===== src/rtl/core/lsfg_pkg.sv =====
// lsfg_pkg: constants, codes and controller/datapath signal groups for the led strip
// frame generator; used by every module of the block
package lsfg_pkg;

  localparam int unsigned NUM_LEDS   = 12;
  localparam int unsigned EDGE_BYTES = 4;
  localparam int unsigned FRAME_LEN  = EDGE_BYTES + 4 * NUM_LEDS + EDGE_BYTES;
  localparam int unsigned POS_W      = $clog2(FRAME_LEN);
  localparam int unsigned LED_W      = (NUM_LEDS > 1) ? $clog2(NUM_LEDS) : 1;

  localparam logic [7:0] HDR_START  = 8'b1110_0000;
  localparam logic [7:0] HDR_BRIGHT = 8'b0001_1111;
  localparam logic [7:0] BLUE_RESET = 8'hFF;

  typedef enum logic [1:0] {
    OP_SET      = 2'd0,
    OP_SET_SEND = 2'd1,
    OP_SEND     = 2'd2
  } op_e;

  typedef enum logic [0:0] {
    ST_IDLE = 1'b0,
    ST_SEND = 1'b1
  } state_e;

  typedef struct packed {
    logic [7:0] red;
    logic [7:0] green;
    logic [7:0] blue;
  } color_t;

  typedef struct packed {
    logic store_we;
    logic load_ack;
    logic ack_err;
    logic load_frame;
  } lsfg_cmd_t;

  typedef struct packed {
    logic out_free;
    logic idx_ok;
    logic pos_last;
  } lsfg_sts_t;

endpackage


===== src/rtl/core/lsfg_cmd_if.sv =====
// lsfg_cmd_if: input channel of the frame generator, valid/ready plus command fields
// depends on nothing
interface lsfg_cmd_if;
  logic       valid;
  logic       ready;
  logic [1:0] opcode;
  logic [7:0] led_index;
  logic [7:0] red;
  logic [7:0] green;
  logic [7:0] blue;

  modport source (output valid, output opcode, output led_index, output red,
                  output green, output blue, input ready);
  modport sink   (input valid, input opcode, input led_index, input red,
                  input green, input blue, output ready);
endinterface


===== src/rtl/core/lsfg_res_if.sv =====
// lsfg_res_if: result channel of the frame generator, valid/ready plus result fields
// depends on nothing
interface lsfg_res_if;
  logic       valid;
  logic       ready;
  logic       is_frame_byte;
  logic [7:0] byte_out;
  logic       index_error;
  logic       last;

  modport source (output valid, output is_frame_byte, output byte_out,
                  output index_error, output last, input ready);
  modport sink   (input valid, input is_frame_byte, input byte_out,
                  input index_error, input last, output ready);
endinterface


===== src/rtl/core/lsfg_ctrl.sv =====
// lsfg_ctrl: command decode and frame sequencing state machine
// depends on lsfg_pkg
module lsfg_ctrl import lsfg_pkg::*; (
  input  logic       clk_i,
  input  logic       rst_ni,
  input  logic       in_valid_i,
  input  logic [1:0] opcode_i,
  output logic       in_ready_o,
  input  lsfg_sts_t  sts_i,
  output lsfg_cmd_t  cmd_o
);

  state_e state_q, state_d;

  always_ff @(posedge clk_i or negedge rst_ni) begin
    if (!rst_ni) begin
      state_q <= ST_IDLE;
    end else begin
      state_q <= state_d;
    end
  end

  always_comb begin
    state_d    = state_q;
    in_ready_o = 1'b0;
    cmd_o      = '0;
    case (state_q)
      ST_IDLE: begin
        in_ready_o = sts_i.out_free;
        if (in_valid_i && sts_i.out_free) begin
          case (op_e'(opcode_i))
            OP_SET: begin
              cmd_o.store_we = sts_i.idx_ok;
              cmd_o.load_ack = 1'b1;
              cmd_o.ack_err  = !sts_i.idx_ok;
            end
            OP_SET_SEND: begin
              if (sts_i.idx_ok) begin
                cmd_o.store_we = 1'b1;
                state_d        = ST_SEND;
              end else begin
                cmd_o.load_ack = 1'b1;
                cmd_o.ack_err  = 1'b1;
              end
            end
            OP_SEND: begin
              state_d = ST_SEND;
            end
            default: begin
              state_d = ST_IDLE;
            end
          endcase
        end
      end
      ST_SEND: begin
        if (sts_i.out_free) begin
          cmd_o.load_frame = 1'b1;
          if (sts_i.pos_last) begin
            state_d = ST_IDLE;
          end
        end
      end
      default: begin
        state_d = ST_IDLE;
      end
    endcase
  end

endmodule


===== src/rtl/core/lsfg_datapath.sv =====
// lsfg_datapath: color store, frame position counter, byte select and result register
// depends on lsfg_pkg
module lsfg_datapath import lsfg_pkg::*; (
  input  logic       clk_i,
  input  logic       rst_ni,
  input  lsfg_cmd_t  cmd_i,
  output lsfg_sts_t  sts_o,
  input  logic [7:0] led_index_i,
  input  logic [7:0] red_i,
  input  logic [7:0] green_i,
  input  logic [7:0] blue_i,
  input  logic       out_ready_i,
  output logic       out_valid_o,
  output logic       is_frame_byte_o,
  output logic [7:0] byte_out_o,
  output logic       index_error_o,
  output logic       last_o
);

  color_t            store_q [NUM_LEDS];
  logic [POS_W-1:0]  pos_q, pos_d;
  logic              valid_q, valid_d;
  logic              frame_q, err_q, last_q;
  logic [7:0]        byte_q;

  logic [POS_W-1:0]  off;
  logic [LED_W-1:0]  led_sel;
  logic [LED_W-1:0]  wr_sel;
  color_t            cur;
  logic [7:0]        frame_byte;
  logic              pos_last;

  assign pos_last = (pos_q == POS_W'(FRAME_LEN - 1));
  assign wr_sel   = LED_W'(led_index_i);

  assign sts_o.out_free = !valid_q || out_ready_i;
  assign sts_o.idx_ok   = (led_index_i < 8'(NUM_LEDS));
  assign sts_o.pos_last = pos_last;

  // byte select for the current frame position
  always_comb begin
    off        = pos_q - POS_W'(EDGE_BYTES);
    led_sel    = LED_W'(off >> 2);
    cur        = store_q[led_sel];
    frame_byte = 8'h00;
    if (pos_q >= POS_W'(EDGE_BYTES) && pos_q < POS_W'(EDGE_BYTES + 4 * NUM_LEDS)) begin
      case (off[1:0])
        2'd0:    frame_byte = HDR_START | HDR_BRIGHT;
        2'd1:    frame_byte = cur.blue;
        2'd2:    frame_byte = cur.green;
        default: frame_byte = cur.red;
      endcase
    end
  end

  always_ff @(posedge clk_i or negedge rst_ni) begin
    if (!rst_ni) begin
      for (int i = 0; i < NUM_LEDS; i++) begin
        store_q[i] <= '{red: 8'h00, green: 8'h00, blue: BLUE_RESET};
      end
    end else if (cmd_i.store_we) begin
      store_q[wr_sel] <= '{red: red_i, green: green_i, blue: blue_i};
    end
  end

  always_comb begin
    pos_d   = pos_q;
    valid_d = valid_q;
    if (cmd_i.load_frame) begin
      pos_d = pos_last ? '0 : pos_q + POS_W'(1);
    end
    if (cmd_i.load_frame || cmd_i.load_ack) begin
      valid_d = 1'b1;
    end else if (out_ready_i) begin
      valid_d = 1'b0;
    end
  end

  always_ff @(posedge clk_i or negedge rst_ni) begin
    if (!rst_ni) begin
      pos_q   <= '0;
      valid_q <= 1'b0;
    end else begin
      pos_q   <= pos_d;
      valid_q <= valid_d;
    end
  end

  always_ff @(posedge clk_i) begin
    if (cmd_i.load_frame) begin
      frame_q <= 1'b1;
      byte_q  <= frame_byte;
      err_q   <= 1'b0;
      last_q  <= pos_last;
    end else if (cmd_i.load_ack) begin
      frame_q <= 1'b0;
      byte_q  <= 8'h00;
      err_q   <= cmd_i.ack_err;
      last_q  <= 1'b1;
    end
  end

  assign out_valid_o     = valid_q;
  assign is_frame_byte_o = frame_q;
  assign byte_out_o      = byte_q;
  assign index_error_o   = err_q;
  assign last_o          = last_q;

endmodule


===== src/rtl/core/led_strip_frame_generator_top.sv =====
// led_strip_frame_generator_top: Set commands give one acknowledge transfer. A send
// command (or a good set then send) gives 4*NUM_LEDS+8 byte transfers, 56 for twelve
// LEDs, one per cycle while the sink takes them; the frame sequencer walks the color
// store one byte per cycle while the sink keeps up; a new command is taken after the
// marked last byte has been loaded into the result register. Colors reset to blue.
// depends on lsfg_pkg, lsfg_cmd_if, lsfg_res_if, lsfg_ctrl, lsfg_datapath
module led_strip_frame_generator_top import lsfg_pkg::*; (
  input  logic       clk_i,
  input  logic       rst_ni,
  lsfg_cmd_if.sink   cmd_i,
  lsfg_res_if.source res_o
);

  lsfg_cmd_t cmd;
  lsfg_sts_t sts;

  lsfg_ctrl u_ctrl (
    .clk_i      (clk_i),
    .rst_ni     (rst_ni),
    .in_valid_i (cmd_i.valid),
    .opcode_i   (cmd_i.opcode),
    .in_ready_o (cmd_i.ready),
    .sts_i      (sts),
    .cmd_o      (cmd)
  );

  lsfg_datapath u_datapath (
    .clk_i           (clk_i),
    .rst_ni          (rst_ni),
    .cmd_i           (cmd),
    .sts_o           (sts),
    .led_index_i     (cmd_i.led_index),
    .red_i           (cmd_i.red),
    .green_i         (cmd_i.green),
    .blue_i          (cmd_i.blue),
    .out_ready_i     (res_o.ready),
    .out_valid_o     (res_o.valid),
    .is_frame_byte_o (res_o.is_frame_byte),
    .byte_out_o      (res_o.byte_out),
    .index_error_o   (res_o.index_error),
    .last_o          (res_o.last)
  );

endmodule

===== src/flat_wrapper.sv =====
// flat-port wrapper written by rule: the top's interface ports become plain ports
module led_strip_frame_generator_top_flat import lsfg_pkg::*;
  (clk_i, rst_ni, cmd_i_valid, cmd_i_opcode, cmd_i_led_index, cmd_i_red, cmd_i_green, cmd_i_blue, cmd_i_ready, res_o_valid, res_o_is_frame_byte, res_o_byte_out, res_o_index_error, res_o_last, res_o_ready);
  lsfg_cmd_if cmd_i_i ();
  lsfg_res_if res_o_i ();
  input  logic clk_i;
  input  logic rst_ni;
  input wire logic [$bits(cmd_i_i.valid)-1:0] cmd_i_valid;
  input wire logic [$bits(cmd_i_i.opcode)-1:0] cmd_i_opcode;
  input wire logic [$bits(cmd_i_i.led_index)-1:0] cmd_i_led_index;
  input wire logic [$bits(cmd_i_i.red)-1:0] cmd_i_red;
  input wire logic [$bits(cmd_i_i.green)-1:0] cmd_i_green;
  input wire logic [$bits(cmd_i_i.blue)-1:0] cmd_i_blue;
  output wire logic [$bits(cmd_i_i.ready)-1:0] cmd_i_ready;
  output wire logic [$bits(res_o_i.valid)-1:0] res_o_valid;
  output wire logic [$bits(res_o_i.is_frame_byte)-1:0] res_o_is_frame_byte;
  output wire logic [$bits(res_o_i.byte_out)-1:0] res_o_byte_out;
  output wire logic [$bits(res_o_i.index_error)-1:0] res_o_index_error;
  output wire logic [$bits(res_o_i.last)-1:0] res_o_last;
  input wire logic [$bits(res_o_i.ready)-1:0] res_o_ready;
  assign cmd_i_i.valid = cmd_i_valid;
  assign cmd_i_i.opcode = cmd_i_opcode;
  assign cmd_i_i.led_index = cmd_i_led_index;
  assign cmd_i_i.red = cmd_i_red;
  assign cmd_i_i.green = cmd_i_green;
  assign cmd_i_i.blue = cmd_i_blue;
  assign cmd_i_ready = cmd_i_i.ready;
  assign res_o_valid = res_o_i.valid;
  assign res_o_is_frame_byte = res_o_i.is_frame_byte;
  assign res_o_byte_out = res_o_i.byte_out;
  assign res_o_index_error = res_o_i.index_error;
  assign res_o_last = res_o_i.last;
  assign res_o_i.ready = res_o_ready;
  led_strip_frame_generator_top u_core (.clk_i(clk_i), .rst_ni(rst_ni), .cmd_i(cmd_i_i), .res_o(res_o_i));
endmodule

===== config.mk =====
export PLATFORM = sky130hd
export DESIGN_NAME = led_strip_frame_generator_top_flat
export DESIGN_NICKNAME = d
export VERILOG_FILES = /design/src/rtl/core/lsfg_pkg.sv /design/src/rtl/core/lsfg_cmd_if.sv /design/src/rtl/core/lsfg_res_if.sv /design/src/rtl/core/lsfg_ctrl.sv /design/src/rtl/core/lsfg_datapath.sv /design/src/rtl/core/led_strip_frame_generator_top.sv /design/src/flat_wrapper.sv
export SDC_FILE = /design/constraint.sdc
export NUM_CORES = 1
export LEC_CHECK = 0
export ABC_AREA = 0
export BUFFER_PORTS_ARGS = -buffer_cell sky130_fd_sc_hd__buf_2
export CORE_ASPECT_RATIO = 0.75
export CORE_MARGIN = 4
export CORE_UTILIZATION = 60
export CTS_BUF_LIST = sky130_fd_sc_hd__clkbuf_2
export DETAILED_ROUTE_END_ITERATION = 12
export PLACE_DENSITY_LB_ADDON = 0.25
export SYNTH_ARGS = -nofsm -noshare
export SYNTH_HDL_FRONTEND = slang
export SYNTH_SLANG_ARGS = --single-unit

===== constraint.sdc =====
create_clock -name clk_i -period 3.9 [get_ports clk_i]
set_clock_uncertainty 0.1 [all_clocks]
set_input_delay 0.975 -clock clk_i [delete_from_list [all_inputs] [get_ports clk_i]]
set_output_delay 0.975 -clock clk_i [all_outputs]
set_load 0.01 [all_outputs]

==> results by group, run 1 <==
Run status
  • Status: finished, final reports clean

Routing
  • DR iter-0 viols: 461
  • First-pass DRT Iterations: 5
  • Via count: 8348
  • ANT nets after route: 0
  • DRC viols: 0
  • Wire per inst: 22.9 µm
  • Vias per cell: 6.16
  • Drt total wl: 31000 µm

Layout
  • Final Util: 66.8%
  • Share of cells above drive strength 1: 63.5%
  • Fin nets: 1045
  • Area Growth Syn to Fin: 8.00%
  • Most common cell after layout, fill and taps aside: mux2_2
  • Most frequent cells in the layout: mux2_2, dfrtp_1, clkbuf_2
  • Filler instances: 1737

GRT
  • Gr usage total: 24.3%
  • Global-route wire length before repair: 50600 µm
  • Vias in the first global route: 9010
  • Initial antenna violation count: 2
  • Total gr overflow: 0
  • Largest net degree at the start of global routing: 89

STA
  • Endpoints failing setup: 0
  • Worst slew margin: 54.1%
  • Setup TNS: 0 ns
  • Period Utilization, post-route: 72.0%
  • Tmin final: 2.81 ns
  • Final hold vios: 0
  • Worst-margin pin slew: 0.686 ns
  • Setup ws final: 1.09 ns
  • Final Slew Violations: 0
  • Fmax: 0.356 GHz
  • Final hold slack: 0.359 ns
  • RSZ-0062 raised after global routing: no

Critical path
  • CP Max Fanout: 25
  • Worst EP arrival: 3.29 ns
  • WS Path Type: reg2reg
  • Reg2reg end: u_core.u_datapath.byte_out_o[3]
  • R2R setup slack: 1.09 ns
  • Critical path launch point: u_core.u_datapath.pos_q[3]
  • Critical path endpoint category: register
  • Crit path capture: u_core.u_datapath.byte_out_o[3]
  • Reg2reg start: u_core.u_datapath.pos_q[3]
  • Slowest Stage Delay on Critical Path: 0.59 ns
  • Worst path cell trace: inv_1 > ha_4 > buf_4 > mux4_2 > a22o_1 > a32o_1 > o211a_1
  • CP startpoint kind: register
  • WP data required: 4.38 ns
  • Reg2reg path depth: 7
  • Crit-path slowest cell: ha_4

Synth
  • Post-synthesis sequential area ratio: 54.3%
  • Synth Flop Type: dfrtp_1
  • Ys async rst share: 96.4%
  • Leading area contributor after synthesis: dfrtp_1
  • Cells after Synth: 920
  • Warnings from Yosys: 0
  • Post-synthesis register bit count: 307
  • Post-synth top area share: 34.6%
  • Synth area leaders: dfrtp_1, mux2_2, dfstp_2
  • Cell variety after synth: 44
  • Mapped Area: 14400 µm²
  • Syn_area_per_cell: 15.7 µm²
  • Syn Nets: 968
  • Number of enable flip-flop cells after synthesis: 9

Power and ir drop
  • Sequential power share: 44.0%
  • Psw: 0.00257 W
  • LEAKAGE: 7.57 nW
  • Power share of the clock group: 29.9%
  • Internal: 0.00501 W
  • Maximum VDD drop: 0.898 mV
  • Tot Pwr: 0.00758 W
  • PwrDens: 486 nW/µm²
  • Switch share: 33.9%
  • Logic pwr share: 26.1%

Floorplanning
  • Row count: 48
  • Die extent in x: 187 µm
  • Initial Utilization: 61.8%
  • Die area: 26600 µm²
  • IO Pins: 51
  • Core area: 23400 µm²
  • Die height: 142 µm

Placed design
  • Worst slack, placed: 0.642 ns
  • Gpl congestion: 0.839
  • DP Wirelength: 18600 µm
  • Port bufs: 50

Clock network
  • Post-CTS Resized: 0
  • H-tree levels: 3
  • Clk slew on worst S/H paths: 0.12 ns
  • Clock tree buffer depth: 3
  • CTS buffer count: 74
  • Clock root buffer: clkbuf_2
  • Clk_lat worst skew: 0.88 ns
  • Sink Count: 307
  • CTS tree: done

Worst hold path
  • Worst hold path class: reg2reg

Job
  • MaxCap Viol Count: 0
[per-layer routing]
layer / GRT usage, % / routed length (µm) / vias up
met5: 0 / 13 / -
met3: 5.35 / 1590 / 68
met1: 35.9 / 14800 / 4431
met2: 36.5 / 13900 / 221
met4: 8.36 / 743 / 2
li1: - / - / 3626
[cell families (layout without fill, tap and decap cells)]
kind of cell,Yosys count,count (layout),synth area share (%)
buffers and inverters,95,228,4.17
xor gates and xnor gates,6,6,0.364
other,0,2,0
muxes,382,382,35.2
AOI/OAI and AO/OA,55,55,2.75
adders and majority gates,10,10,0.866
and+or+nand+nor,65,65,2.40
DFF,307,307,54.3
[registers in the layout (all words and copies together), names as in the netlist]
register,flops
u_core.u_ctrl.state_q,1
u_core.u_datapath.pos_q,6
u_core.u_datapath.store_q,288
u_core.u_datapath.byte_out_o,8
u_core.u_datapath.index_error_o,1
u_core.u_datapath.out_valid_o,1
u_core.u_datapath.last_o,1
u_core.u_datapath.is_frame_byte_o,1
[final cells by class]
| class | count | area [µm²] | share of cell area, % |
|---|---|---|---|
| sequential | 307 | 7840 | 50.3 |
| multi-input combinational | 518 | 6030 | 38.6 |
| clock buffer | 116 | 581 | 3.72 |
| timing repair buffer | 80 | 563 | 3.61 |
| tap | 300 | 375 | 2.41 |
| clock inverter | 16 | 149 | 0.954 |
| inverter | 16 | 60.1 | 0.385 |
| antenna | 2 | 5.00 | 0.0321 |
[synthesized netlist by cell type, drive strengths merged (2+ instances only)]
master	n
dfrtp	200
ha	10
o21ai	15
nand2	32
dfstp	96
o221ai	8
nor2	9
and3	5
and4b	2
dlygate4sd3	20
nor2b	3
a32o	2
xnor2	5
nand3	4
buf	40
o211a	8
a22oi	7
mux2	288
inv	16
dfxtp	2
mux2i	22
o22ai	6
a22o	2
edfxtp	9
mux4	72
clkbuf	19
nor3	5
a21oi	3
[worst max-delay path: cells and delay by family, from the launching register on]
family / cells / cell delay [ns]
buf+inv: 2 / 0.42
fa+ha+maj: 1 / 0.59
flops: 1 / 0.43
compound gates: 3 / 0.69
mux: 1 / 0.31
[power groups by stage]
stage	registers, W	logic (W)	clock network [W]
final	0.00333	0.00198	0.00227
after global routing	0.00334	0.00212	0.00251
after CTS	0.00333	0.00198	0.00234
after detailed placement	0.00339	0.00199	0
after global placement	0.00339	0.00197	0
after floorplan	0.00336	0.00129	0
[how the worst min path moves through the flow]
stage / from / to / slack [ns] / cells past startpoint
after floorplan: u_core.u_datapath.is_frame_byte_o / u_core.u_datapath.is_frame_byte_o / 0.37 / 2
after global placement: u_core.u_datapath.is_frame_byte_o / u_core.u_datapath.is_frame_byte_o / 0.34 / 2
after detailed placement: u_core.u_datapath.is_frame_byte_o / u_core.u_datapath.is_frame_byte_o / 0.36 / 2
after global routing: cmd_i_valid / u_core.u_ctrl.state_q / 0.32 / 3
after CTS: cmd_i_valid / u_core.u_ctrl.state_q / 0.30 / 3
final: u_core.u_datapath.is_frame_byte_o / u_core.u_datapath.is_frame_byte_o / 0.36 / 2
[what timing repair did]
item                      CTS  global route
hold endpoints to repair   39             0
hold buffers                1             0
buffers inserted            0             0
[metrics by stage]
stage,area [µm²],std cells
2_1_floorplan,14400,920
6_report,15600,1355
5_1_grt,15600,1355
3_5_place_dp,14900,1220
4_1_cts,15600,1353
3_3_place_gp,14900,1220
Power figures use the tool's default switching activity.
==> run 2: changes to the inputs <==
clock period = 2.8 ns   (was 3.9 ns; I/O delays follow)
==> run 2 against run 1 <==
Non-clock buffer count is 21 higher. First-iteration DRC count increased by 21%. Setup slack worse by 0.89 ns. Global-route usage is 0.56 points lower. Largest cell class unchanged. Count of clock-buffer cells in the layout unchanged. Die area did not move. Fmax rose by 8.2%. Critical path depth unchanged. Sequential power is 39% higher.
==> results by group, run 2 (synthesis results as in run 1) <==
Layout
  • Register Area: 7840 µm² (unchanged)
  • Multi-input gate area: 6030 µm² (unchanged)
  • Most frequent cells in the layout: mux2_2, dfrtp_1, clkbuf_2
  • Filler instances: 1657 (-4.6%)
  • Fin nets: 1065 (+1.9%)
  • Final Non-Filler Cells: 1373 (+1.3%)
  • Most common cell after layout, fill and taps aside: mux2_2
  • Area Growth Syn to Fin: 10.1%
  • Share of cells above drive strength 1: 64.3% (+0.80 points)
  • Largest reg by FF count: u_core.u_datapath.store_q
  • Number of flip-flops under the largest register name: 288 (unchanged)

Clock network
  • Post-CTS Resized: 0 (unchanged)
  • Setup bufs post-CTS: 0 (unchanged)
  • Clk slew on worst S/H paths: 0.12 ns (about the same)
  • Clk_lat worst skew: 0.88 ns (about the same)
  • CTS buffer count: 73 (-1.4%)
  • Sink Count: 307 (unchanged)
  • Clock root buffer: clkbuf_2
  • H-tree levels: 3 (unchanged)
  • Clock tree buffer depth: 3 (unchanged)
  • CTS tree: done
  • Hold_buf cts: 1 (unchanged)

STA
  • Period Utilization, post-route: 92.7% (+21 points)
  • Final hold vios: 0 (unchanged)
  • Setup ws final: 0.204 ns (-0.888 ns)
  • Final Slew Violations: 0 (unchanged)
  • Tmin final: 2.60 ns (-0.212 ns)
  • Worst-margin pin slew: 0.862 ns (+0.176 ns)
  • Fmax: 0.385 GHz (+8.2%)
  • Endpoints failing setup: 0 (unchanged)
  • Worst slew margin: 42.5% (-12 points)
  • RSZ-0062 raised after global routing: no

Run status
  • Status: finished, final reports clean

Power and ir drop
  • Switch share: 33.2% (-0.70 points)
  • Maximum VDD drop: 0.529 mV (-41%)
  • Logic pwr share: 27.7% (+1.6 points)
  • Internal: 0.00716 W (+43%)
  • PwrDens: 674 nW/µm² (+39%)
  • Power share of the clock group: 29.1% (-0.8 points)
  • Tot Pwr: 0.0107 W (+41%)
  • Sequential power share: 43.2% (-0.8 points)
  • Psw: 0.00355 W (+39%)
  • LEAKAGE: 7.73 nW (+2.0%)

Placed design
  • DP Wirelength: 19300 µm (+3.5%)
  • Placed instance count: 1241 (+1.7%)
  • Gpl congestion: 0.800 (-4.7%)
  • Worst slack, placed: -0.0124 ns (-0.654 ns)
  • Port bufs: 50 (unchanged)

GRT
  • Total gr overflow: 0 (unchanged)
  • Vias in the first global route: 8740 (-3.0%)
  • Global-route wire length before repair: 49300 µm (-2.6%)
  • Largest net degree at the start of global routing: 76 (-15%)
  • Initial antenna violation count: 2 (unchanged)
  • Gr usage total: 23.8% (-0.56 points)

Floorplanning
  • Row count: 48 (unchanged)
  • Initial Utilization: 61.8% (unchanged)
  • Core area: 23400 µm² (unchanged)
  • Die extent in x: 187 µm (unchanged)
  • IO Pins: 51 (unchanged)
  • Die height: 142 µm (unchanged)
  • Die area: 26600 µm² (unchanged)

Routing
  • First-pass DRT Iterations: 5 (unchanged)
  • Vias per cell: 6.03 (-2.2%)
  • Wire per inst: 22.2 µm (-2.9%)
  • Drt total wl: 30500 µm (-1.6%)
  • ANT nets after route: 0 (unchanged)
  • DR iter-0 viols: 557 (+21%)
  • DRC viols: 0 (unchanged)
  • Via count: 8274 (-0.89%)

Job
  • MaxCap Viol Count: 0 (unchanged)

Critical path
  • Slowest Stage Delay on Critical Path: 0.43 ns (-0.16 ns)
  • Crit-path slowest cell: ha_4
  • Worst path cell trace: inv_1 > ha_4 > buf_4 > mux4_2 > mux2i_1 > o221ai_1 > o211a_1
  • CP startpoint kind: register
  • WS Path Type: reg2reg
  • WP data required: 3.27 ns (-1.11 ns)
  • Critical path endpoint category: register
  • Worst EP arrival: 3.07 ns (-0.22 ns)
  • CP Max Fanout: 12 (-52%)

Worst hold path
  • Worst hold path class: in2reg
==> run 2: cell count changes in the layout (fill, tap and decap cells not counted), sizes merged <==
cell / previous run / this run
clkinvlp: 0 / 1
clkinv: 11 / 8
buf: 79 / 100
inv: 18 / 17
==> run 2: critical path: cells and delay by family (launching register included) <==
kind            cells  cell delay (ns)
compound gates      2             0.42
fa+ha+maj           1             0.43
buf+inv             2             0.36
flops               1             0.41
mux                 2             0.59
==> run 2: path summary, 6_finish.rpt <==
kind,from,cells past startpoint,endpoint,slack (ns)
max reg2reg,u_core.u_datapath.pos_q[3],7,u_core.u_datapath.byte_out_o[7],0.20
min reg2reg,u_core.u_datapath.is_frame_byte_o,2,u_core.u_datapath.is_frame_byte_o,0.36
max,u_core.u_datapath.pos_q[3],7,u_core.u_datapath.byte_out_o[7],0.20
min in group asynchronous,rst_ni,2,u_core.u_datapath.store_q[272],0.23
min,cmd_i_green[1],2,u_core.u_datapath.store_q[153],0.09
max in group asynchronous,rst_ni,3,u_core.u_datapath.store_q[54],1.60
==> run 2: per-layer routing <==
layer | vias up | global-route usage (%) | share of wire (%)
met4 | 2 | 7.43 | 1.7
met1 | 4368 | 35.6 | 49
met3 | 45 | 5.05 | 4.7
met5 | - | 0 | 0.043
met2 | 190 | 35.5 | 45
li1 | 3669 | - | -
==> run 2: area by class of cell <==
| cell class | instances | share of cell area (%) |
|---|---|---|
| clock buffer | 116 | 3.65 |
| clock inverter | 13 | 0.834 |
| tap | 300 | 2.36 |
| antenna | 2 | 0.0315 |
| multi-input combinational | 518 | 37.9 |
| timing repair buffer | 101 | 5.55 |
| inverter | 16 | 0.378 |
| sequential | 307 | 49.3 |
==> run 2: power by group through the flow <==
| stage | clock [W] | sequential (W) | combinational [W] |
|---|---|---|---|
| after floorplan | 0 | 0.00468 | 0.00184 |
| after global placement | 0 | 0.00471 | 0.00299 |
| after detailed placement | 0 | 0.00471 | 0.00299 |
| after CTS | 0.00322 | 0.00463 | 0.00299 |
| after global routing | 0.00344 | 0.00464 | 0.00317 |
| final | 0.00312 | 0.00463 | 0.00297 |
==> run 2: through the flow <==
stage / area [µm²] / hold slack [ns] / TNS (ns) / util (%)
after floorplan: 14500 / 0.304 / 0 / -
after global placement: 15200 / 0.342 / 0 / 65.0
after detailed placement: 15200 / 0.347 / -0.0514 / 65.0
after CTS: 15900 / 0.0179 / 0 / 68.1
after global routing: 15900 / 0.0441 / 0 / 68.1
final: 15900 / 0.0852 / 0 / 68.1
